==> config.mk <==
export PLATFORM = sky130hd
export DESIGN_NAME = met_seq
export DESIGN_NICKNAME = d
export VERILOG_FILES = /design/src/sv/met_pkg.sv /design/src/sv/met_seq.sv
export SDC_FILE = /design/constraint.sdc
export NUM_CORES = 1
export LEC_CHECK = 0
export BUFFER_PORTS_ARGS = -buffer_cell sky130_fd_sc_hd__clkbuf_2
export CAP_MARGIN = 25
export CORE_UTILIZATION = 27
export DETAILED_ROUTE_END_ITERATION = 6
export GPL_TIMING_DRIVEN = 0
export PLACE_DENSITY = 0.45
export SLEW_MARGIN = 20
export SYNTH_ARGS = -nofsm -noshare
export SYNTH_HDL_FRONTEND = slang
export SYNTH_SLANG_ARGS = --single-unit
==> constraint.sdc <==
create_clock -name clk -period 1.9 [get_ports clk]
set_input_delay 0.19 -clock clk [delete_from_list [all_inputs] [get_ports clk]]
set_output_delay 0.19 -clock clk [all_outputs]
set_load 0.005 [all_outputs]
==> src/sv/met_pkg.sv <==
// Shared constants, types and control structures for the escape-time counter.
package met_pkg;

    // Fraction bits of the fixed-point format of c and z.
    localparam int FRAC_BITS = 28;
    // Width of the input coordinates and of the iteration count.
    localparam int C_W       = 32;
    localparam int CNT_W     = 12;
    // z stays below 2^(C_W) in magnitude, so two extra bits hold it with sign.
    localparam int Z_W       = C_W + 2;
    // Magnitude width of a z part that has passed the large-component test.
    localparam int MAG_W     = FRAC_BITS + 1;
    // Exact square width; 4.0 at full precision is 2^SQ_W.
    localparam int SQ_W      = 2 * MAG_W;
    // Signed width of the cross product and of the difference of squares.
    localparam int XY_W      = 2 * (MAG_W + 1);
    localparam int DIFF_W    = SQ_W + 1;

    localparam logic [CNT_W-1:0] MAX_ITER_RESET = CNT_W'(511);

    typedef enum logic [1:0] {
        ST_IDLE,
        ST_MUL,
        ST_ADD,
        ST_FINISH
    } state_t;

    // Controls from the sequencer to the iteration unit.
    typedef struct packed {
        logic load;
        logic mul_en;
        logic update;
    } ctrl_t;

    // Status from the iteration unit to the sequencer.
    typedef struct packed {
        logic big;
        logic escape;
    } status_t;

endpackage

==> src/sv/met_seq.sv <==
// Sequencer: iteration counter, limit test, state machine and result register.
module met_seq (
    input  logic                        clk,
    input  logic                        rst_n,
    input  logic                        in_valid,
    output logic                        in_stall,
    output logic                        out_valid,
    input  logic                        out_stall,
    output logic [met_pkg::CNT_W-1:0]   iteration_count,
    input  logic [met_pkg::CNT_W-1:0]   max_iterations,
    input  met_pkg::status_t            status,
    output met_pkg::ctrl_t              ctrl
);
    import met_pkg::*;

    state_t             state_reg;
    state_t             state_next;
    logic [CNT_W-1:0]   count_reg;
    logic [CNT_W-1:0]   count_next;
    logic               out_valid_reg;
    logic               out_valid_next;
    logic [CNT_W-1:0]   out_count_reg;
    logic [CNT_W-1:0]   out_count_next;
    logic               limit_hit;
    logic               out_free;

    assign limit_hit = count_reg >= max_iterations;
    assign out_free  = !out_valid_reg || !out_stall;

    always_comb
    begin
        state_next = state_reg;
        case (state_reg)
            ST_IDLE:
            begin
                if (in_valid)
                    state_next = ST_MUL;
            end
            ST_MUL:
            begin
                if (limit_hit || status.big)
                    state_next = ST_FINISH;
                else
                    state_next = ST_ADD;
            end
            ST_ADD:
            begin
                if (status.escape)
                    state_next = ST_FINISH;
                else
                    state_next = ST_MUL;
            end
            ST_FINISH:
            begin
                if (out_free)
                    state_next = ST_IDLE;
            end
            default:
                state_next = ST_IDLE;
        endcase
    end

    always_comb
    begin
        ctrl           = '0;
        in_stall       = 1'b1;
        count_next     = count_reg;
        out_valid_next = out_valid_reg && out_stall;
        out_count_next = out_count_reg;
        case (state_reg)
            ST_IDLE:
            begin
                in_stall   = 1'b0;
                ctrl.load  = in_valid;
                count_next = '0;
            end
            ST_MUL:
            begin
                ctrl.mul_en = 1'b1;
            end
            ST_ADD:
            begin
                if (!status.escape)
                begin
                    ctrl.update = 1'b1;
                    count_next  = count_reg + CNT_W'(1);
                end
            end
            ST_FINISH:
            begin
                if (out_free)
                begin
                    out_valid_next = 1'b1;
                    out_count_next = count_reg;
                end
            end
            default:
            begin
                in_stall = 1'b1;
            end
        endcase
    end

    always_ff @(posedge clk or negedge rst_n)
    begin
        if (!rst_n)
        begin
            state_reg     <= ST_IDLE;
            out_valid_reg <= 1'b0;
            count_reg     <= '0;
        end
        else
        begin
            state_reg     <= state_next;
            out_valid_reg <= out_valid_next;
            count_reg     <= count_next;
        end
    end

    always_ff @(posedge clk)
    begin
        out_count_reg <= out_count_next;
    end

    assign out_valid       = out_valid_reg;
    assign iteration_count = out_count_reg;

endmodule

==> flow_summary.yaml, run 1 <==
run_status:
  status: "finished clean"
layout:
  multi_input_area_sq_um: 611.8
  fin_util_pct: 35.36
  drive_gt1_share_pct: 24.56
  area_growth_pct: 22.58
  seq_area_sq_um: 737.0
  diodes: 0
  fillers: 525
  fin_area_sq_um: 1725
  nets: 203
grt:
  antenna_found_initial: 0
  grt_use_total_pct: 12.56
  grt_pass1_vias: 1108
  grt_max_degree: 17
  gr-total-overflow: 0
  grt_pass1_wl_mm: 5.092
critical_path:
  ff2ff_path_depth: 5
  worstSetupPathType: "reg -> reg"
  crit_required_ns: 2.07
  rr_startpoint: "count_reg[2]"
  path_max_fanout: 9
  reg2reg_slack_ns: 0.14
  cp-start-kind: "flop"
  critPathCaptureType: "flop"
  arrival_ns: 1.93
  timing.rr.end: "state_reg[0]"
logic_synthesis:
  synth_cells: 132
  yosysWarnings: 0
  avgSynthCellArea_sq_um: 10.66
  ys.flop_type: "dfrtp_1"
  async_flop_share_pct: 55.56
  synth_nets: 163
  syn-cell-area_sq_um: 1408
  synth-edff-count: 12
  ys_seq_elements: 27
  ys_types: 36
  ys_seq_area_share_pct: 52.27
floorplan:
  die-width_um: 74.21
  dieArea_sq_um: 5506
  coreArea_sq_um: 4880
  ios: 35
  rows: 25
  start_util_pct: 28.85
  die_h_um: 74.21
placed_design:
  portBuffers: 34
  placed_area_sq_um: 1662
  place.gp.congestion: 0.7315
  place_ws_ns: 0.03711
  dpl.hpwl_mm: 2.256
clock_network:
  clkTransAtPathRegs_ns: 0.09
  htreeDepth: 1
  cts_buffers: 3
  cts.sinks: 27
  cts_tree: "done"
  clk_latency_ns: 0.27
  root_buffer: "clkbuf_8"
  clk_path_buf_depth: 2
  cts_setup_buffers: 0
sta:
  fin_ws_ns: 0.1362
  post-route-min-period_ns: 1.764
  hold_viol: 0
  tightest_slew_ns: 0.5577
  finalSetupViolations: 0
  drv_slew: 0
  skew_ns: 0.006230
  setup-tns-final_ns: 0
  fmaxAchievable_mhz: 567.0
  rsz0062_at_grt: "no"
  slew_headroom_pct: 62.74
  period_share_pct: 92.83
route:
  viasPerCell: 4.588
  drc_errors: 0
  routed_wl_mm: 3.037
  first_pass_iters: 4
  wl_per_cell_um: 12.76
  vias: 1092
  antenna_left: 0
  drtIter0Drc: 23
job:
  cap_violations: 0
pwr:
  ir_drop_mv: 0.3445
  power.leakage_nw: 0.8302
  powerDensity_nw_per_um2: 1016
hold_path:
  hp-start: "out_stall"
  whs_path_depth: 3
  hold_end: "out_valid"
  hp-class: "in -> reg"
## stage by stage
step           hold WS [ns]  std cells  total power [W]
4_1_cts              0.1302        238         0.001769
3_5_place_dp         0.1445        233         0.001439
3_3_place_gp         0.1394        233         0.001425
6_report             0.1544        238         0.001753
2_1_floorplan       -0.1056        132         0.001176
5_1_grt              0.1701        238         0.001888
## layout make-up
type / count / area share [%]
Multi-Input combinational cell: 89 / 35.46
Clock buffer: 4 / 2.611
Sequential cell: 27 / 42.71
Inverter: 15 / 3.263
Timing Repair Buffer: 35 / 10.44
Tap cell: 67 / 4.859
Buffer: 1 / 0.6526
## Yosys cell counts (2+ instances only)
cell	instances	area [sq um]
nand4_1	4	25.02
and4_1	2	17.52
nand3_1	4	20.02
and3_1	2	12.51
a211o_1	3	26.28
edfxtp_1	12	360.4
a21oi_1	6	30.03
o21ai_0	2	10.01
nor2_1	7	26.28
a31oi_1	3	18.77
or3_1	3	18.77
o21ai_1	10	50.05
inv_1	14	52.55
ha_1	13	162.7
nand2_1	12	45.04
dfrtp_1	15	375.4
## logic make-up after synthesis
| family | synth area share [%] |
|---|---|
| compound gates | 13.69 |
| xor+xnor | 1.245 |
| fa+ha+maj | 11.56 |
| buf+inv | 4.800 |
| flops | 52.27 |
| mux | 0.7111 |
| simple gates | 15.73 |
## worst max-delay path, cell delays in order (launching register included)
cell and delay (ns):
dfrtp_2 0.47, ha_1 0.31, a211o_1 0.29, a31oi_1 0.15, o221ai_1 0.16, a211o_1 0.28
## where the power goes
part           switching [W]  leakage (nW)  internal, W
Combinational       0.000315         0.495     0.000225
Sequential         0.0000968         0.313     0.000788
Clock               0.000179        0.0228     0.000150
Total               0.000590         0.830      0.00116
## what timing repair did
action / in CTS / in global routing
setup endpoints to repair: 0 / 1
hold buffers: 1 / 0
hold endpoints to repair: 15 / 0
gates resized for setup: 0 / 2
## metal layers
metal  part of all wire, %  up-vias  global-route usage (%)
met5                     0        -                       0
met4                   1.5        0                   7.479
met3                   2.2        4                   1.626
met2                    53       15                   21.92
met1                    43      513                   14.74
li1                      -      560                       -
## cell usage in the layout (no fill, tap or decap), drive strengths merged, types with 2 or more instances in the layout
| master | Yosys | final |
|---|---|---|
| dfrtp | 15 | 15 |
| a211o | 3 | 3 |
| edfxtp | 12 | 12 |
| nand4 | 4 | 4 |
| inv | 15 | 15 |
| and4 | 2 | 2 |
| nand2 | 12 | 12 |
| clkbuf | 0 | 38 |
| a31oi | 3 | 3 |
| nor3 | 2 | 2 |
| o21ai | 12 | 12 |
| a21oi | 7 | 7 |
| and3 | 2 | 2 |
| nor2 | 7 | 7 |
| nand3 | 4 | 4 |
| ha | 13 | 13 |
| or3 | 3 | 3 |
## worst max path at each step
stage | from | end | cells after the start
after detailed placement | state_reg[0] | state_reg[0] | 4
after CTS | state_reg[0] | state_reg[0] | 4
after global placement | state_reg[0] | state_reg[0] | 4
after floorplan | count_reg[2] | state_reg[0] | 5
after global routing | count_reg[2] | state_reg[0] | 5
final | count_reg[2] | state_reg[0] | 5
No activity file was read; power rests on OpenSTA's default activity.
==> run 2, diff against run 1 <==
--- a/config.mk
+++ b/config.mk
@@ -11,6 +11,7 @@
 export DETAILED_ROUTE_END_ITERATION = 6
 export GPL_TIMING_DRIVEN = 0
 export PLACE_DENSITY = 0.45
+export SETUP_SLACK_MARGIN = 0.5
 export SLEW_MARGIN = 20
 export SYNTH_ARGS = -nofsm -noshare
 export SYNTH_HDL_FRONTEND = slang
==> run 2 against run 1 <==
Net effect: setup slack better by 0.13 ns; flip-flop and latch count unchanged; non-clock buffer count is 15 higher; maximum frequency rose by 8.0%; global-route usage fell by 0.19 points; worst hold slack improved by 0.0045 ns; total power increased by 15%; first-iteration DRC count rose to 3.0 times the previous value; critical path type unchanged.
==> flow_summary.yaml, run 2 (synthesized netlist as in run 1, its figures left out) <==
critical_path:
  critPathCaptureType: "flop"
  arrival_ns: 1.79
  path_max_fanout: 2
  startpoint: "count_reg[2]"
  worstSetupPathType: "reg -> reg"
  cp-start-kind: "flop"
  rr_startpoint: "count_reg[2]"
  crit_required_ns: 2.06
clock_network:
  root_buffer: "clkbuf_8"
  cts_tree: "done"
  htreeDepth: 1
  clk_path_buf_depth: 2
  clk_latency_ns: 0.27
  cts.sinks: 27
  clkTransAtPathRegs_ns: 0.09
  cts_buffers: 3
grt:
  grt_max_degree: 17
  antenna_found_initial: 0
  grtUsageMet3_pct: 2.981
  grt_use_met2_pct: 21.11
  gr-total-overflow: 0
  grt_pass1_vias: 1119
  grt_use_met1_pct: 16.54
  grt_use_total_pct: 12.37
  grt_pass1_wl_mm: 5.175
  grt.busiest_layer: "met2"
route:
  vias: 1185
  viasPerCell: 4.684
  drc_errors: 0
  antenna_left: 0
  drtIter0Drc: 70
  wl_per_cell_um: 12.98
  first_pass_iters: 4
  routed_wl_mm: 3.285
floorplan:
  die_h_um: 74.21
  rows: 25
  coreArea_sq_um: 4880
  ios: 35
  start_util_pct: 28.85
  dieArea_sq_um: 5506
  die-width_um: 74.21
sta:
  setup-tns-final_ns: 0
  post-route-min-period_ns: 1.633
  rsz0062_at_grt: "yes"
  hold_viol: 0
  fin_ws_ns: 0.2673
  fmaxAchievable_mhz: 612.5
  tightest_slew_ns: 0.3901
  slew_headroom_pct: 74.00
  period_share_pct: 85.93
  finalSetupViolations: 0
  drv_slew: 0
  skew_ns: 0.002868
layout:
  mostFrequentLayoutCell: "clkbuf_2"
  area_growth_pct: 40.09
  layout_common_cells: "clkbuf_2 (33), inv_1 (13), nand2_1 (12), edfxtp_1 (12)"
  diodes: 0
  nets: 218
  drive_gt1_share_pct: 43.55
  fin_area_sq_um: 1972
  fillers: 496
placed_design:
  placed_area_sq_um: 1662
  dpl.hpwl_mm: 2.377
  portBuffers: 34
  place_ws_ns: 0.03277
  place.gp.congestion: 0.7670
pwr:
  p_sw_w: 0.0006618
  power.share.switching_pct: 32.92
  power.leakage_nw: 0.8902
  pwr-share-comb_pct: 40.3
  p_int_w: 0.001349
  powerDensity_nw_per_um2: 1020
  ir_drop_mv: 0.5082
  pwr-share-seq_pct: 43.3
  power.share.clock_pct: 16.3
hold_path:
  hp-class: "in -> reg"
  hp-start: "out_stall"
job:
  cap_violations: 0
run_status:
  status: "finished clean"
run 2: path summary, 6_finish.rpt:
kind	depth (start not counted)	end	slack, ns
min in group asynchronous	2	count_reg[11]	0.36
max	5	state_reg[0]	0.27
max reg2reg	5	state_reg[0]	0.27
max in group asynchronous	2	state_reg[0]	1.23
min reg2reg	0	iteration_count[11]	0.52
min	3	out_valid	0.16
run 2: cell type report:
cell class / instances / area [sq um] / share of cell area [%]
Clock inverter: 1 / 7.507 / 0.3807
Buffer: 1 / 11.26 / 0.5711
Inverter: 15 / 61.31 / 3.109
Clock buffer: 3 / 41.29 / 2.094
Timing Repair Buffer: 50 / 322.8 / 16.37
Tap cell: 67 / 83.83 / 4.251
Multi-Input combinational cell: 89 / 694.4 / 35.22
Sequential cell: 27 / 749.5 / 38.01
run 2: metal layers:
metal	routed length, um	vias to the layer above	share of wire [%]
li1	-	593	-
met1	1541	561	47
met2	1622	27	49
met3	109	4	3.3
met4	12	0	0.37
met5	0	-	0
run 2: critical path: stages, from the launching register on:
cell and delay, ns:
dfrtp_2 0.44, ha_4 0.22, a211o_1 0.25, a31oi_1 0.18, o221ai_1 0.16, a211o_1 0.28
run 2: power by group through the flow:
stage                     Combinational (W)  Sequential, W  Clock (W)
after floorplan                    0.000281       0.000895          0
after global placement             0.000520       0.000893          0
after detailed placement           0.000531       0.000902          0
after CTS                          0.000645       0.000889   0.000346
after global routing               0.000901       0.000889   0.000367
final                              0.000811       0.000871   0.000328
run 2: metrics by stage:
step | std cells | hold slack [ns] | total power (W) | util (%)
floorplan | 132 | -0.1056 | 0.001176 | -
global placement | 233 | 0.1307 | 0.001413 | 34.05
detailed placement | 233 | 0.1441 | 0.001433 | 34.05
CTS | 243 | 0.1457 | 0.001881 | 37.10
global route | 253 | 0.1660 | 0.002157 | 40.41
finish | 253 | 0.1589 | 0.002010 | 40.41
run 2: repair_timing:
action	4_1_cts	5_1_grt
endpoints found under the setup margin	25	14
hold endpoints to repair	15	0
buffers inserted	5	10
pin swaps	4	11
resized for setup	12	22
hold buffers	1	0
==> run 3, diff against run 2 <==
--- a/config.mk
+++ b/config.mk
@@ -8,6 +8,7 @@
 export BUFFER_PORTS_ARGS = -buffer_cell sky130_fd_sc_hd__clkbuf_2
 export CAP_MARGIN = 25
 export CORE_UTILIZATION = 27
+export CTS_BUF_LIST = sky130_fd_sc_hd__clkbuf_4
 export DETAILED_ROUTE_END_ITERATION = 6
 export GPL_TIMING_DRIVEN = 0
 export PLACE_DENSITY = 0.45
==> run 3 against run 2 <==
Net effect: total power is 11% higher; final cell count is 4.7% higher; non-clock buffer count is 12 higher; critical path type unchanged.
==> flow_summary.yaml, run 3 (synthesized netlist as in run 1, its figures left out) <==
sta:
  tightest_slew_ns: 0.3903
  post-route-min-period_ns: 1.634
  drv_slew: 0
  fmaxAchievable_mhz: 611.9
  period_share_pct: 86.01
  holdWs_ns: 0.07608
  slew_headroom_pct: 73.98
  finalSetupViolations: 0
  skew_ns: 0.008486
  setup-tns-final_ns: 0
  rsz0062_at_grt: "yes"
  hold_viol: 0
critical_path:
  crit_required_ns: 2.14
  arrival_ns: 1.88
  critPathCaptureType: "flop"
  path_max_fanout: 4
  worstSetupPathType: "reg -> reg"
  cp-start-kind: "flop"
pwr:
  power.leakage_nw: 1.005
  ir_drop_mv: 0.5375
  powerDensity_nw_per_um2: 1039
  p_total_w: 0.002231
route:
  viasPerCell: 4.766
  drtIter0Drc: 78
  wl_per_cell_um: 13.61
  antenna_left: 0
  vias: 1263
  drc_errors: 0
  first_pass_iters: 4
  routed_wl_mm: 3.606
placed_design:
  placed_area_sq_um: 1662
  place.gp.congestion: 0.7670
  portBuffers: 34
  dpl.hpwl_mm: 2.377
clock_network:
  root_buffer: "clkbuf_4"
  cts_tree: "done"
  htreeDepth: 1
  clk_path_buf_depth: 2
  clk_latency_ns: 0.33
  cts.sinks: 27
  clkTransAtPathRegs_ns: 0.16
  cts_buffers: 3
layout:
  diodes: 0
  layout_common_cells: "clkbuf_2 (32), buf_4 (15), inv_1 (13)"
  nets: 230
  drive_gt1_share_pct: 50.51
  fin_area_sq_um: 2147
  mostFrequentLayoutCell: "clkbuf_2"
  area_growth_pct: 52.53
grt:
  grt_pass1_vias: 1198
  gr-total-overflow: 0
  grt_max_degree: 17
  grt_pass1_wl_mm: 5.492
  grt_use_total_pct: 13.12
  antenna_found_initial: 0
floorplan:
  start_util_pct: 28.85
  die-width_um: 74.21
  dieArea_sq_um: 5506
  ios: 35
  coreArea_sq_um: 4880
  rows: 25
  die_h_um: 74.21
run_status:
  status: "finished clean"
hold_path:
  hp-class: "in -> reg"
job:
  cap_violations: 0
## run 3: changes by cell type in the layout (fill, tap and decap cells not counted), moves of 2 or more
cell      delta
buf_6        +6
buf_4        +4
clkbuf_4     +3
clkbuf_8     -3
o21ai_2      +3
buf_8        +2
nand3_1      -2
nand3_2      +2
o21ai_1      -2
## run 3: power breakdown
group / total [W] / switching [W] / internal [W]
logic: 0.00110 / 0.000504 / 0.000600
clock network: 0.000263 / 0.000183 / 0.0000806
registers: 0.000864 / 0.0000728 / 0.000791
total: 0.00223 / 0.000759 / 0.00147
## run 3: final timing paths
| kind | from | to | slack [ns] | cells past startpoint |
|---|---|---|---|---|
| min in group asynchronous | rst_n | count_reg[9] | 0.28 | 2 |
| worst max-delay path | count_reg[9] | state_reg[0] | 0.27 | 5 |
| worst min register to register | count_reg[0] | count_reg[0] | 0.51 | 1 |
| max in group asynchronous | rst_n | count_reg[4] | 1.32 | 2 |
| worst max register to register | count_reg[9] | state_reg[0] | 0.27 | 5 |
| worst min-delay path | out_stall | out_valid | 0.08 | 3 |
## run 3: cell type report
type                            count  area, sq um
Fill cell                         474         2733
Sequential cell                    27        748.2
Multi-Input combinational cell     89        739.5
Timing Repair Buffer               62        473.0
Tap cell                           67        83.83
Inverter                           15        61.31
Clock buffer                        3        22.52
Buffer                              1        11.26
Clock inverter                      1        7.507
## run 3: critical path, cell delays in order (launching register included)
cell and delay (ns):
dfrtp_2 0.46, ha_1 0.30, a211o_1 0.27, o211ai_1 0.10
a311oi_1 0.12, a211o_1 0.28
## run 3: layer usage
layer / track usage, % / part of all wire [%] / vias to the layer above
li1: - / - / 613
met3: 2.981 / 4.7 / 6
met5: 0 / 0 / -
met1: 17.06 / 43 / 612
met2: 22.83 / 51 / 32
met4: 1.709 / 0.89 / 0
## run 3: per-stage QoR
stage / std cells / utilization, % / setup WS (ns)
final: 265 / 44.00 / 0.2658
after global routing: 265 / 44.00 / 0.2226
after CTS: 252 / 39.54 / 0.1501
after detailed placement: 233 / 34.05 / 0.03277
after global placement: 233 / 34.05 / 0.07914
after floorplan: 132 / - / 0.2782
## run 3: repair_timing
action,CTS,global route
endpoints found under the hold margin,15,0
gates resized for setup,25,34
hold buffers,1,0
buffers inserted,13,13
endpoints found under the setup margin,25,28
gates cloned,1,0
pin swaps,11,20
